[src/ptb_pkg.sv]
// Shared types and constants for the page table builder.
// No dependencies; imported by every module of the block.
package ptb_pkg;

    // Field widths of the stream payloads.
    localparam int VPAGE_W   = 36;
    localparam int PAGE_W    = 40;
    localparam int IDX_W     = 9;
    localparam int SHIFT_W   = 12;
    localparam int ADDR_W    = 52;
    localparam int COUNT_W   = 32;
    localparam int S_DATA_W  = 120;
    localparam int M_DATA_W  = 104;

    // Result kinds carried on the output tuser.
    localparam logic KIND_ENTRY  = 1'b0;
    localparam logic KIND_RECORD = 1'b1;

    // Present and write flags of an entry word.
    localparam logic [1:0] ENTRY_FLAGS = 2'b11;

    // Bit positions of the per-item result mask, in output order.
    localparam int STEP_TOP    = 0;
    localparam int STEP_UPPER  = 1;
    localparam int STEP_MIDDLE = 2;
    localparam int STEP_RECORD = 3;
    localparam int STEP_LEAF   = 4;
    localparam int STEPS       = 5;

    // Command queue between the front and back parts.
    localparam int Q_DEPTH = 4;
    localparam int Q_PTR_W = $clog2(Q_DEPTH);
    localparam int Q_CNT_W = $clog2(Q_DEPTH + 1);

    // One classified item: which results it causes and everything needed to form them.
    typedef struct packed {
        logic [STEPS-1:0]   steps;
        logic [IDX_W-1:0]   top_idx;
        logic [IDX_W-1:0]   upper_idx;
        logic [IDX_W-1:0]   middle_idx;
        logic [IDX_W-1:0]   leaf_idx;
        logic [PAGE_W-1:0]  upper_page;
        logic [PAGE_W-1:0]  middle_page;
        logic [PAGE_W-1:0]  leaf_page;
        logic [PAGE_W-1:0]  phys_page;
        logic [VPAGE_W-1:0] list_idx;
    } t_cmd;

    // Queue status seen by the two sides.
    typedef struct packed {
        logic full;
        logic empty;
    } t_q_status;

endpackage

[src/ptb_front.sv]
// Front part: accepts requests, decides which tables are new and keeps the run state.
// Depends on ptb_pkg; feeds commands into ptb_queue.
module ptb_front (
    input  logic                        i_clk,
    input  logic                        i_rst_n,
    input  logic                        i_valid,
    output logic                        o_ready,
    input  logic [ptb_pkg::S_DATA_W-1:0] i_data,
    input  logic                        i_first,
    input  logic                        i_cfg_valid,
    input  logic [ptb_pkg::PAGE_W-1:0]  i_cfg_data,
    input  ptb_pkg::t_q_status          i_q_status,
    output logic                        o_push,
    output ptb_pkg::t_cmd               o_cmd,
    output logic [ptb_pkg::PAGE_W-1:0]  o_root
);
    import ptb_pkg::*;

    logic [PAGE_W-1:0]  r_root;
    logic [COUNT_W-1:0] r_taken, n_taken;
    logic [PAGE_W-1:0]  r_upper, r_middle, r_leaf;
    logic [IDX_W-1:0]   r_last_top, r_last_upper, r_last_middle;
    logic [VPAGE_W-1:0] r_list, n_list;
    logic               r_run;

    logic [VPAGE_W-1:0] vpage;
    logic [PAGE_W-1:0]  area;
    logic [COUNT_W-1:0] taken_eff, taken_1, taken_2;
    logic [VPAGE_W-1:0] list_eff;
    logic               run_eff;
    logic [IDX_W-1:0]   top_idx, upper_idx, middle_idx;
    logic               new_up, new_mid, new_leaf;
    logic [PAGE_W-1:0]  page_0, page_1, page_2;
    logic [PAGE_W-1:0]  upper_page, middle_page, leaf_page;
    logic [1:0]         n_new;
    logic               accept;

    // Field split of the request.
    assign vpage      = i_data[VPAGE_W-1:0];
    assign area       = i_data[VPAGE_W+2*PAGE_W-1:VPAGE_W+PAGE_W];
    assign top_idx    = vpage[4*IDX_W-1:3*IDX_W];
    assign upper_idx  = vpage[3*IDX_W-1:2*IDX_W];
    assign middle_idx = vpage[2*IDX_W-1:IDX_W];

    // A new run drops held tables and restarts the counters.
    assign taken_eff = i_first ? '0 : r_taken;
    assign list_eff  = i_first ? vpage : r_list;
    assign run_eff   = i_first ? 1'b0 : r_run;

    // Level classification.
    assign new_up   = !run_eff || (top_idx != r_last_top);
    assign new_mid  = new_up || (upper_idx != r_last_upper);
    assign new_leaf = new_mid || (middle_idx != r_last_middle);

    // Candidate table pages for the first, second and third table taken.
    assign taken_1 = taken_eff + COUNT_W'(1);
    assign taken_2 = taken_eff + COUNT_W'(2);
    assign page_0  = area + PAGE_W'(taken_eff);
    assign page_1  = area + PAGE_W'(taken_1);
    assign page_2  = area + PAGE_W'(taken_2);

    always_comb begin
        upper_page  = r_upper;
        middle_page = r_middle;
        leaf_page   = r_leaf;
        n_new       = 2'd0;
        priority if (new_up) begin
            upper_page  = page_0;
            middle_page = page_1;
            leaf_page   = page_2;
            n_new       = 2'd3;
        end else if (new_mid) begin
            middle_page = page_0;
            leaf_page   = page_1;
            n_new       = 2'd2;
        end else if (new_leaf) begin
            leaf_page   = page_0;
            n_new       = 2'd1;
        end else begin
            n_new       = 2'd0;
        end
    end

    assign n_taken = taken_eff + COUNT_W'(n_new);
    assign n_list  = new_leaf ? (list_eff + VPAGE_W'(1)) : list_eff;

    // Command handed to the back part.
    always_comb begin
        o_cmd.steps                = '0;
        o_cmd.steps[STEP_TOP]      = new_up;
        o_cmd.steps[STEP_UPPER]    = new_mid;
        o_cmd.steps[STEP_MIDDLE]   = new_leaf;
        o_cmd.steps[STEP_RECORD]   = new_leaf;
        o_cmd.steps[STEP_LEAF]     = 1'b1;
        o_cmd.top_idx              = top_idx;
        o_cmd.upper_idx            = upper_idx;
        o_cmd.middle_idx           = middle_idx;
        o_cmd.leaf_idx             = vpage[IDX_W-1:0];
        o_cmd.upper_page           = upper_page;
        o_cmd.middle_page          = middle_page;
        o_cmd.leaf_page            = leaf_page;
        o_cmd.phys_page            = i_data[VPAGE_W+PAGE_W-1:VPAGE_W];
        o_cmd.list_idx             = list_eff;
    end

    assign o_ready = !i_q_status.full;
    assign accept  = i_valid && o_ready;
    assign o_push  = accept;
    assign o_root  = r_root;

    // Run state and root register.
    always_ff @(posedge i_clk) begin
        if (!i_rst_n) begin
            r_root        <= '0;
            r_taken       <= '0;
            r_upper       <= '0;
            r_middle      <= '0;
            r_leaf        <= '0;
            r_last_top    <= '0;
            r_last_upper  <= '0;
            r_last_middle <= '0;
            r_list        <= '0;
            r_run         <= 1'b0;
        end else begin
            if (i_cfg_valid) begin
                r_root <= i_cfg_data;
            end
            if (accept) begin
                r_taken       <= n_taken;
                r_upper       <= upper_page;
                r_middle      <= middle_page;
                r_leaf        <= leaf_page;
                r_last_top    <= top_idx;
                r_last_upper  <= upper_idx;
                r_last_middle <= middle_idx;
                r_list        <= n_list;
                r_run         <= 1'b1;
            end
        end
    end

endmodule

[src/ptb_queue.sv]
// Short command queue that decouples the front part from the back part.
// Depends on ptb_pkg; sits between ptb_front and ptb_back.
module ptb_queue (
    input  logic               i_clk,
    input  logic               i_rst_n,
    input  logic               i_push,
    input  ptb_pkg::t_cmd      i_cmd,
    input  logic               i_pop,
    output ptb_pkg::t_cmd      o_head,
    output ptb_pkg::t_q_status o_status
);
    import ptb_pkg::*;

    t_cmd               r_mem [Q_DEPTH];
    logic [Q_PTR_W-1:0] r_wr_ptr, r_rd_ptr;
    logic [Q_CNT_W-1:0] r_count;
    logic               do_pop;

    assign o_status.full  = (r_count == Q_CNT_W'(Q_DEPTH));
    assign o_status.empty = (r_count == '0);
    assign o_head         = r_mem[r_rd_ptr];
    assign do_pop         = i_pop && !o_status.empty;

    // Entry storage.
    always_ff @(posedge i_clk) begin
        if (i_push) begin
            r_mem[r_wr_ptr] <= i_cmd;
        end
    end

    // Pointers and fill count.
    always_ff @(posedge i_clk) begin
        if (!i_rst_n) begin
            r_wr_ptr <= '0;
            r_rd_ptr <= '0;
            r_count  <= '0;
        end else begin
            if (i_push) begin
                r_wr_ptr <= r_wr_ptr + Q_PTR_W'(1);
            end
            if (do_pop) begin
                r_rd_ptr <= r_rd_ptr + Q_PTR_W'(1);
            end
            if (i_push && !do_pop) begin
                r_count <= r_count + Q_CNT_W'(1);
            end else if (do_pop && !i_push) begin
                r_count <= r_count - Q_CNT_W'(1);
            end
        end
    end

endmodule

[src/ptb_back.sv]
// Back part: walks the results of the head command and drives the output register.
// Depends on ptb_pkg; reads the head of ptb_queue.
module ptb_back (
    input  logic                          i_clk,
    input  logic                          i_rst_n,
    input  ptb_pkg::t_cmd                 i_head,
    input  ptb_pkg::t_q_status            i_q_status,
    input  logic [ptb_pkg::PAGE_W-1:0]    i_root,
    output logic                          o_pop,
    output logic                          o_valid,
    input  logic                          i_ready,
    output logic [ptb_pkg::M_DATA_W-1:0]  o_data,
    output logic                          o_kind,
    output logic                          o_last
);
    import ptb_pkg::*;

    logic [STEPS-1:0]  r_done;
    logic              r_valid;
    logic              r_kind;
    logic              r_last;
    logic [ADDR_W-1:0] r_target, r_value;

    logic [STEPS-1:0]  pend;
    logic [STEPS-1:0]  sel;
    logic              load;
    logic              kind;
    logic              is_last;
    logic [ADDR_W-1:0] target, value;

    assign pend = i_q_status.empty ? '0 : (i_head.steps & ~r_done);
    assign load = (|pend) && (!r_valid || i_ready);

    // Lowest pending result goes out next.
    always_comb begin
        sel     = '0;
        kind    = KIND_ENTRY;
        is_last = 1'b0;
        target  = {i_head.leaf_page, i_head.leaf_idx, 3'b000};
        value   = {i_head.phys_page, 10'd0, ENTRY_FLAGS};
        priority if (pend[STEP_TOP]) begin
            sel[STEP_TOP] = 1'b1;
            target = {i_root, i_head.top_idx, 3'b000};
            value  = {i_head.upper_page, 10'd0, ENTRY_FLAGS};
        end else if (pend[STEP_UPPER]) begin
            sel[STEP_UPPER] = 1'b1;
            target = {i_head.upper_page, i_head.upper_idx, 3'b000};
            value  = {i_head.middle_page, 10'd0, ENTRY_FLAGS};
        end else if (pend[STEP_MIDDLE]) begin
            sel[STEP_MIDDLE] = 1'b1;
            target = {i_head.middle_page, i_head.middle_idx, 3'b000};
            value  = {i_head.leaf_page, 10'd0, ENTRY_FLAGS};
        end else if (pend[STEP_RECORD]) begin
            sel[STEP_RECORD] = 1'b1;
            kind   = KIND_RECORD;
            target = ADDR_W'(i_head.list_idx);
            value  = {i_head.leaf_page, SHIFT_W'(0)};
        end else begin
            sel[STEP_LEAF] = 1'b1;
            is_last = 1'b1;
        end
    end

    assign o_pop = load && is_last;

    // Output register and progress through the head command.
    always_ff @(posedge i_clk) begin
        if (!i_rst_n) begin
            r_done  <= '0;
            r_valid <= 1'b0;
        end else if (load) begin
            r_valid <= 1'b1;
            r_done  <= is_last ? '0 : (r_done | sel);
        end else if (i_ready) begin
            r_valid <= 1'b0;
        end
    end

    always_ff @(posedge i_clk) begin
        if (load) begin
            r_kind   <= kind;
            r_last   <= is_last;
            r_target <= target;
            r_value  <= value;
        end
    end

    assign o_valid = r_valid;
    assign o_kind  = r_kind;
    assign o_last  = r_last;
    assign o_data  = {r_value, r_target};

endmodule

[src/page_table_builder.sv]
// Top level of the four-level page table builder: front, command queue and back.
// Depends on ptb_pkg, ptb_front, ptb_queue and ptb_back.
//
//  channel | direction | handshake              | payload
//  s_*     | in        | s_tvalid / s_tready    | tdata: virt_page, phys_page, table_area_page
//          |           |                        | tuser: first_page
//  m_*     | out       | m_tvalid / m_tready    | tdata: target, value; tuser: kind; tlast
//  cfg     | in        | i_cfg_valid/o_cfg_ready| root_table_page
//
// Each request is classified in its accept cycle and yields one to five results; the
// back part sends one result per cycle unless m_tready stalls it, so the results of
// a request go out one after another (five at most, one when no new table is taken).
// A four-entry command queue lets up to four classified requests wait behind the
// output; s_tready falls only when that queue is full. Reset is synchronous, active
// low, and leaves no tables held; the configuration channel is always ready.
module page_table_builder (
    input  logic                          i_clk,
    input  logic                          i_rst_n,
    input  logic                          s_tvalid,
    output logic                          s_tready,
    // virt_page [35:0], phys_page [75:36], table_area_page [115:76], zero fill above
    input  logic [ptb_pkg::S_DATA_W-1:0]  s_tdata,
    // first_page [0]
    input  logic [0:0]                    s_tuser,
    output logic                          m_tvalid,
    input  logic                          m_tready,
    // target [51:0], value [103:52]
    output logic [ptb_pkg::M_DATA_W-1:0]  m_tdata,
    // kind [0]
    output logic [0:0]                    m_tuser,
    output logic                          m_tlast,
    input  logic                          i_cfg_valid,
    output logic                          o_cfg_ready,
    input  logic [ptb_pkg::PAGE_W-1:0]    i_cfg_data
);
    import ptb_pkg::*;

    t_cmd              front_cmd, head_cmd;
    t_q_status         q_status;
    logic              push, pop;
    logic [PAGE_W-1:0] root;
    logic              out_kind;

    assign o_cfg_ready = 1'b1;

    // Request intake and classification.
    ptb_front u_front (
        .i_clk       (i_clk),
        .i_rst_n     (i_rst_n),
        .i_valid     (s_tvalid),
        .o_ready     (s_tready),
        .i_data      (s_tdata),
        .i_first     (s_tuser[0]),
        .i_cfg_valid (i_cfg_valid),
        .i_cfg_data  (i_cfg_data),
        .i_q_status  (q_status),
        .o_push      (push),
        .o_cmd       (front_cmd),
        .o_root      (root)
    );

    // Command queue.
    ptb_queue u_queue (
        .i_clk    (i_clk),
        .i_rst_n  (i_rst_n),
        .i_push   (push),
        .i_cmd    (front_cmd),
        .i_pop    (pop),
        .o_head   (head_cmd),
        .o_status (q_status)
    );

    // Result generation.
    ptb_back u_back (
        .i_clk      (i_clk),
        .i_rst_n    (i_rst_n),
        .i_head     (head_cmd),
        .i_q_status (q_status),
        .i_root     (root),
        .o_pop      (pop),
        .o_valid    (m_tvalid),
        .i_ready    (m_tready),
        .o_data     (m_tdata),
        .o_kind     (out_kind),
        .o_last     (m_tlast)
    );

    assign m_tuser[0] = out_kind;

endmodule

[config.mk]
export PLATFORM = sky130hd
export DESIGN_NAME = page_table_builder
export DESIGN_NICKNAME = d
export VERILOG_FILES = /design/src/ptb_pkg.sv /design/src/ptb_front.sv /design/src/ptb_queue.sv /design/src/ptb_back.sv /design/src/page_table_builder.sv
export SDC_FILE = /design/constraint.sdc
export NUM_CORES = 2
export LEC_CHECK = 0
export ABC_CLOCK_PERIOD_IN_PS = 25800
export BUFFER_PORTS_ARGS = -buffer_cell sky130_fd_sc_hd__buf_2
export CAP_MARGIN = 20
export CORE_UTILIZATION = 47
export DETAILED_ROUTE_END_ITERATION = 8
export PLACE_DENSITY = 0.71
export SYNTH_ARGS = -nofsm -noshare
export SYNTH_HDL_FRONTEND = slang
export SYNTH_SLANG_ARGS = --single-unit
[constraint.sdc]
create_clock -name i_clk -period 25.8 [get_ports i_clk]
set_input_delay 5.16 -clock i_clk [delete_from_list [all_inputs] [get_ports i_clk]]
set_output_delay 5.16 -clock i_clk [all_outputs]
set_load 0.05 [all_outputs]
==> results.sh <==
export IMPL_synth_area_um2=61000
export IMPL_cts_resized=0
export IMPL_ir_worst_vdd_v=0.0000764
export IMPL_grt_pass1_wl_um=254000
export IMPL_synth_main_ff_cell="edfxtp_1"
export IMPL_synthCells=4771
export IMPL_grt_max_degree=128
export IMPL_finalWorstSetupSlack_ns=14.94
export IMPL_status="finished clean"
export IMPL_synth_compound_area_share_pct=10.2
export IMPL_cts_tree="yes"
export IMPL_row_count=131
export IMPL_grt_usage_pct=26.0
export IMPL_synthXorXnorAreaFrac_pct=3.23
export IMPL_syn2layout_area_growth_pct=11.7
export IMPL_synth_edf_count=1035
export IMPL_critical_path_max_stage_delay_ns=0.82
export IMPL_cp_end_kind="flip-flop"
export IMPL_rsz0062_at_grt="false"
export IMPL_r2r_cells=16
export IMPL_antenna_found_initial=13
export IMPL_wl_met3_um=16500
export IMPL_whs_endpoint="u_front.r_middle[2]"
export IMPL_dr_pass1_iters=6
export IMPL_clock_sinks=1306
export IMPL_clk_pin_slew_worst_paths_ns=0.06
export IMPL_fp_coreArea_um2=128000
export IMPL_clk_latency_ns=0.77
export IMPL_critPathRequiredTime_ns=26.23
export IMPL_synth_area_mux_share_pct=11.3
export IMPL_slew_headroom_pct=22.8
export IMPL_topRoutingLayerUsed="met5"
export IMPL_hold_viol=0
export IMPL_crit_buf_inv=1
export IMPL_drt_met1_wl_um=74900
export IMPL_ant_nets=0
export IMPL_power_density_nw_per_um2=97.2
export IMPL_place_gp_congestion=0.951
export IMPL_numCtsBuffers=133
export IMPL_holdPathStages=2
export IMPL_netlist_area_leader_share_pct=51.0
export IMPL_r2r_start="u_front.r_taken[2]"
export IMPL_cts_setup_buffers=0
export IMPL_startpoint_type="input pin"
export IMPL_min_period_ns=10.86
export IMPL_timing_final_crit_share_pct=42.1
export IMPL_wl_per_cell_um=25.6
export IMPL_grt_overflow_total=0
export IMPL_ctsHtreeMaxLevel=4
export IMPL_ctsRootBufferMaster="clkbuf_16"
export IMPL_path_cells="buf_4, nor2b_1, ha_1, nand3_1, nor2_1, nand3_1, nor2_1, mux2i_1, ha_1, nand2_1, o311ai_1, a21boi_0, a31oi_1, a31oi_1, o21ai_1, a211oi_1, a211oi_1"
export IMPL_hold_class="reg2reg"
export IMPL_via_per_inst=6.13
export IMPL_timing_fmax_mhz=92.1
export IMPL_synth_async_sr_flop_share_pct=0
export IMPL_die_w_um=362
export IMPL_final_common_cell="edfxtp_1"
export IMPL_vias=41451
export IMPL_drive_above_1_share_pct=16.9
export IMPL_synth_top_cell_by_area="edfxtp_1"
export IMPL_drt_iter0_markers=5327
export IMPL_rr_endpoint="u_queue.r_mem[2][152]"
export IMPL_synth_adder_area_share_pct=2.38
export IMPL_clockBufferDepth=3
export IMPL_drv_slew=0
export IMPL_dieArea_um2=131000
export IMPL_final_cell_mix="edfxtp_1 (1035), nand2_1 (621), nor2_1 (328)"
export IMPL_ios=275
export IMPL_yosysWarnings=0
export IMPL_cts_hold_buffers_added=0
export IMPL_avgSynthCellArea_um2=12.8
export IMPL_synth_cell_type_count=107
export IMPL_cp_data_arrival_time_ns=11.29
export IMPL_fin_nets=5200
export IMPL_path_max_fanout=39
export IMPL_synth_top_family_by_area="multiplexers"
export IMPL_final_setup_viol_count=0
export IMPL_yosysSeqAreaShare_pct=59.9
export IMPL_dp_hpwl_um=115000
export IMPL_io_buffer_count=259
export IMPL_place_ws_ns=14.34
export IMPL_wl_met2_um=77700
export IMPL_leakagePower_nw=24.1
export IMPL_synth_seq_cells=1306
export IMPL_finalSetupTns_ns=0
export IMPL_slowest_stage="a211oi_1"
export IMPL_critPathKind="in2reg"
export IMPL_initial_utilization_pct=47.6
export IMPL_hp_start="u_front.r_middle[2]"
export IMPL_grt_pass1_vias=39373
export IMPL_die_y_um=362
export IMPL_tightest_slew_ns=1.16
export IMPL_drt_total_wl_um=173000
export IMPL_synthTopCellsByArea="edfxtp_1 (51%), dfxtp_1 (8.9%), mux4_2 (8.6%)"
export IMPL_route_detailed_drc=0
export IMPL_reg2reg_slack_ns=19.27
export IMPL_synth_simple_area_share_pct=10.4
export IMPL_path_delay_family="compound AO/OA/AOI/OAI gates"
export IMPL_maxCapViolCount=0
export IMPL_fin_skew_ns=0.0337
## tightest hold or removal path: stages, from the launching register on
cell     delay (ns)
dfxtp_1        0.31
nand2_1        0.05
a21oi_1        0.05
## metal layers
| metal | track usage, % | vias up |
|---|---|---|
| li1 | - | 18402 |
| met1 | 38.2 | 20637 |
| met2 | 39.1 | 2158 |
| met3 | 5.13 | 252 |
| met4 | 7.74 | 2 |
| met5 | 0 | - |
## synth_stat cells (40+ instances only)
library cell and number:
nand3_1 167, clkbuf_1 214, buf_1 40, nand2_1 622
a21oi_1 262, mux4_2 234, nor3_1 54, dfxtp_1 271
o21ai_1 42, nor2_1 330, mux2i_1 123, inv_1 64
ha_1 108, o21ai_0 186, o221ai_1 44, edfxtp_1 1035
a21o_1 41, xnor2_1 111, a222oi_1 42, xor2_1 114
## stage by stage
stage,power [mW],instances,area [µm²],hold WS [ns],util (%)
2_1_floorplan,4.13,4780,61000,0.420,-
3_3_place_gp,4.67,6512,63700,0.437,49.7
3_5_place_dp,4.71,6512,63700,0.445,49.7
4_1_cts,6.62,6756,68000,0.455,53.1
5_1_grt,6.84,6763,68100,0.473,53.1
6_report,6.62,6764,68100,0.454,53.1
## worst max path at each step
stage              from                    end  slack [ns]  depth (start not counted)
2_1_floorplan  m_tready     u_queue.r_count[2]       13.95                          9
5_1_grt         s_tuser  u_queue.r_mem[2][152]       14.73                         17
6_report        s_tuser  u_queue.r_mem[2][152]       14.94                         17
3_3_place_gp    s_tuser  u_queue.r_mem[0][152]       14.43                         17
4_1_cts         s_tuser  u_queue.r_mem[2][152]       15.14                         17
3_5_place_dp    s_tuser  u_queue.r_mem[0][152]       14.34                         17
## state kept, by name (all words and copies together), names as in the netlist, 32 cells and up, named ones only
name              cells
u_queue.r_mem       940
u_front.r_middle     40
u_front.o_root       40
u_front.r_leaf       40
u_front.r_upper      40
u_back.r_target      52
u_front.r_list       36
u_front.r_taken      32
u_back.r_value       41
## cell families after synthesis
family	after synthesis
other	2
flip-flops	1306
AND/OR/NAND/NOR	1417
AO/OA/AOI/OAI	937
multiplexers	394
XOR/XNOR	225
adder cells (fa/ha/maj)	113
buffers and inverters	377
## power breakdown
part | switching, mW | internal (mW) | leakage, nW
Clock | 0.825 | 1.10 | 2.12
Combinational | 1.33 | 0.617 | 10.2
Sequential | 0.103 | 2.64 | 11.9
Total | 2.26 | 4.35 | 24.1
## layout make-up
cell class | count | area, µm²
antenna | 5 | 12.5
sequential | 1306 | 36500
tap | 1729 | 2160
inverter | 69 | 269
clock buffer | 183 | 3630
clock inverter | 61 | 704
multi-input combinational | 3097 | 23000
timing repair buffer | 314 | 1750
fill | 10535 | 60100
Note: power is estimated with default switching activity, not from simulation.
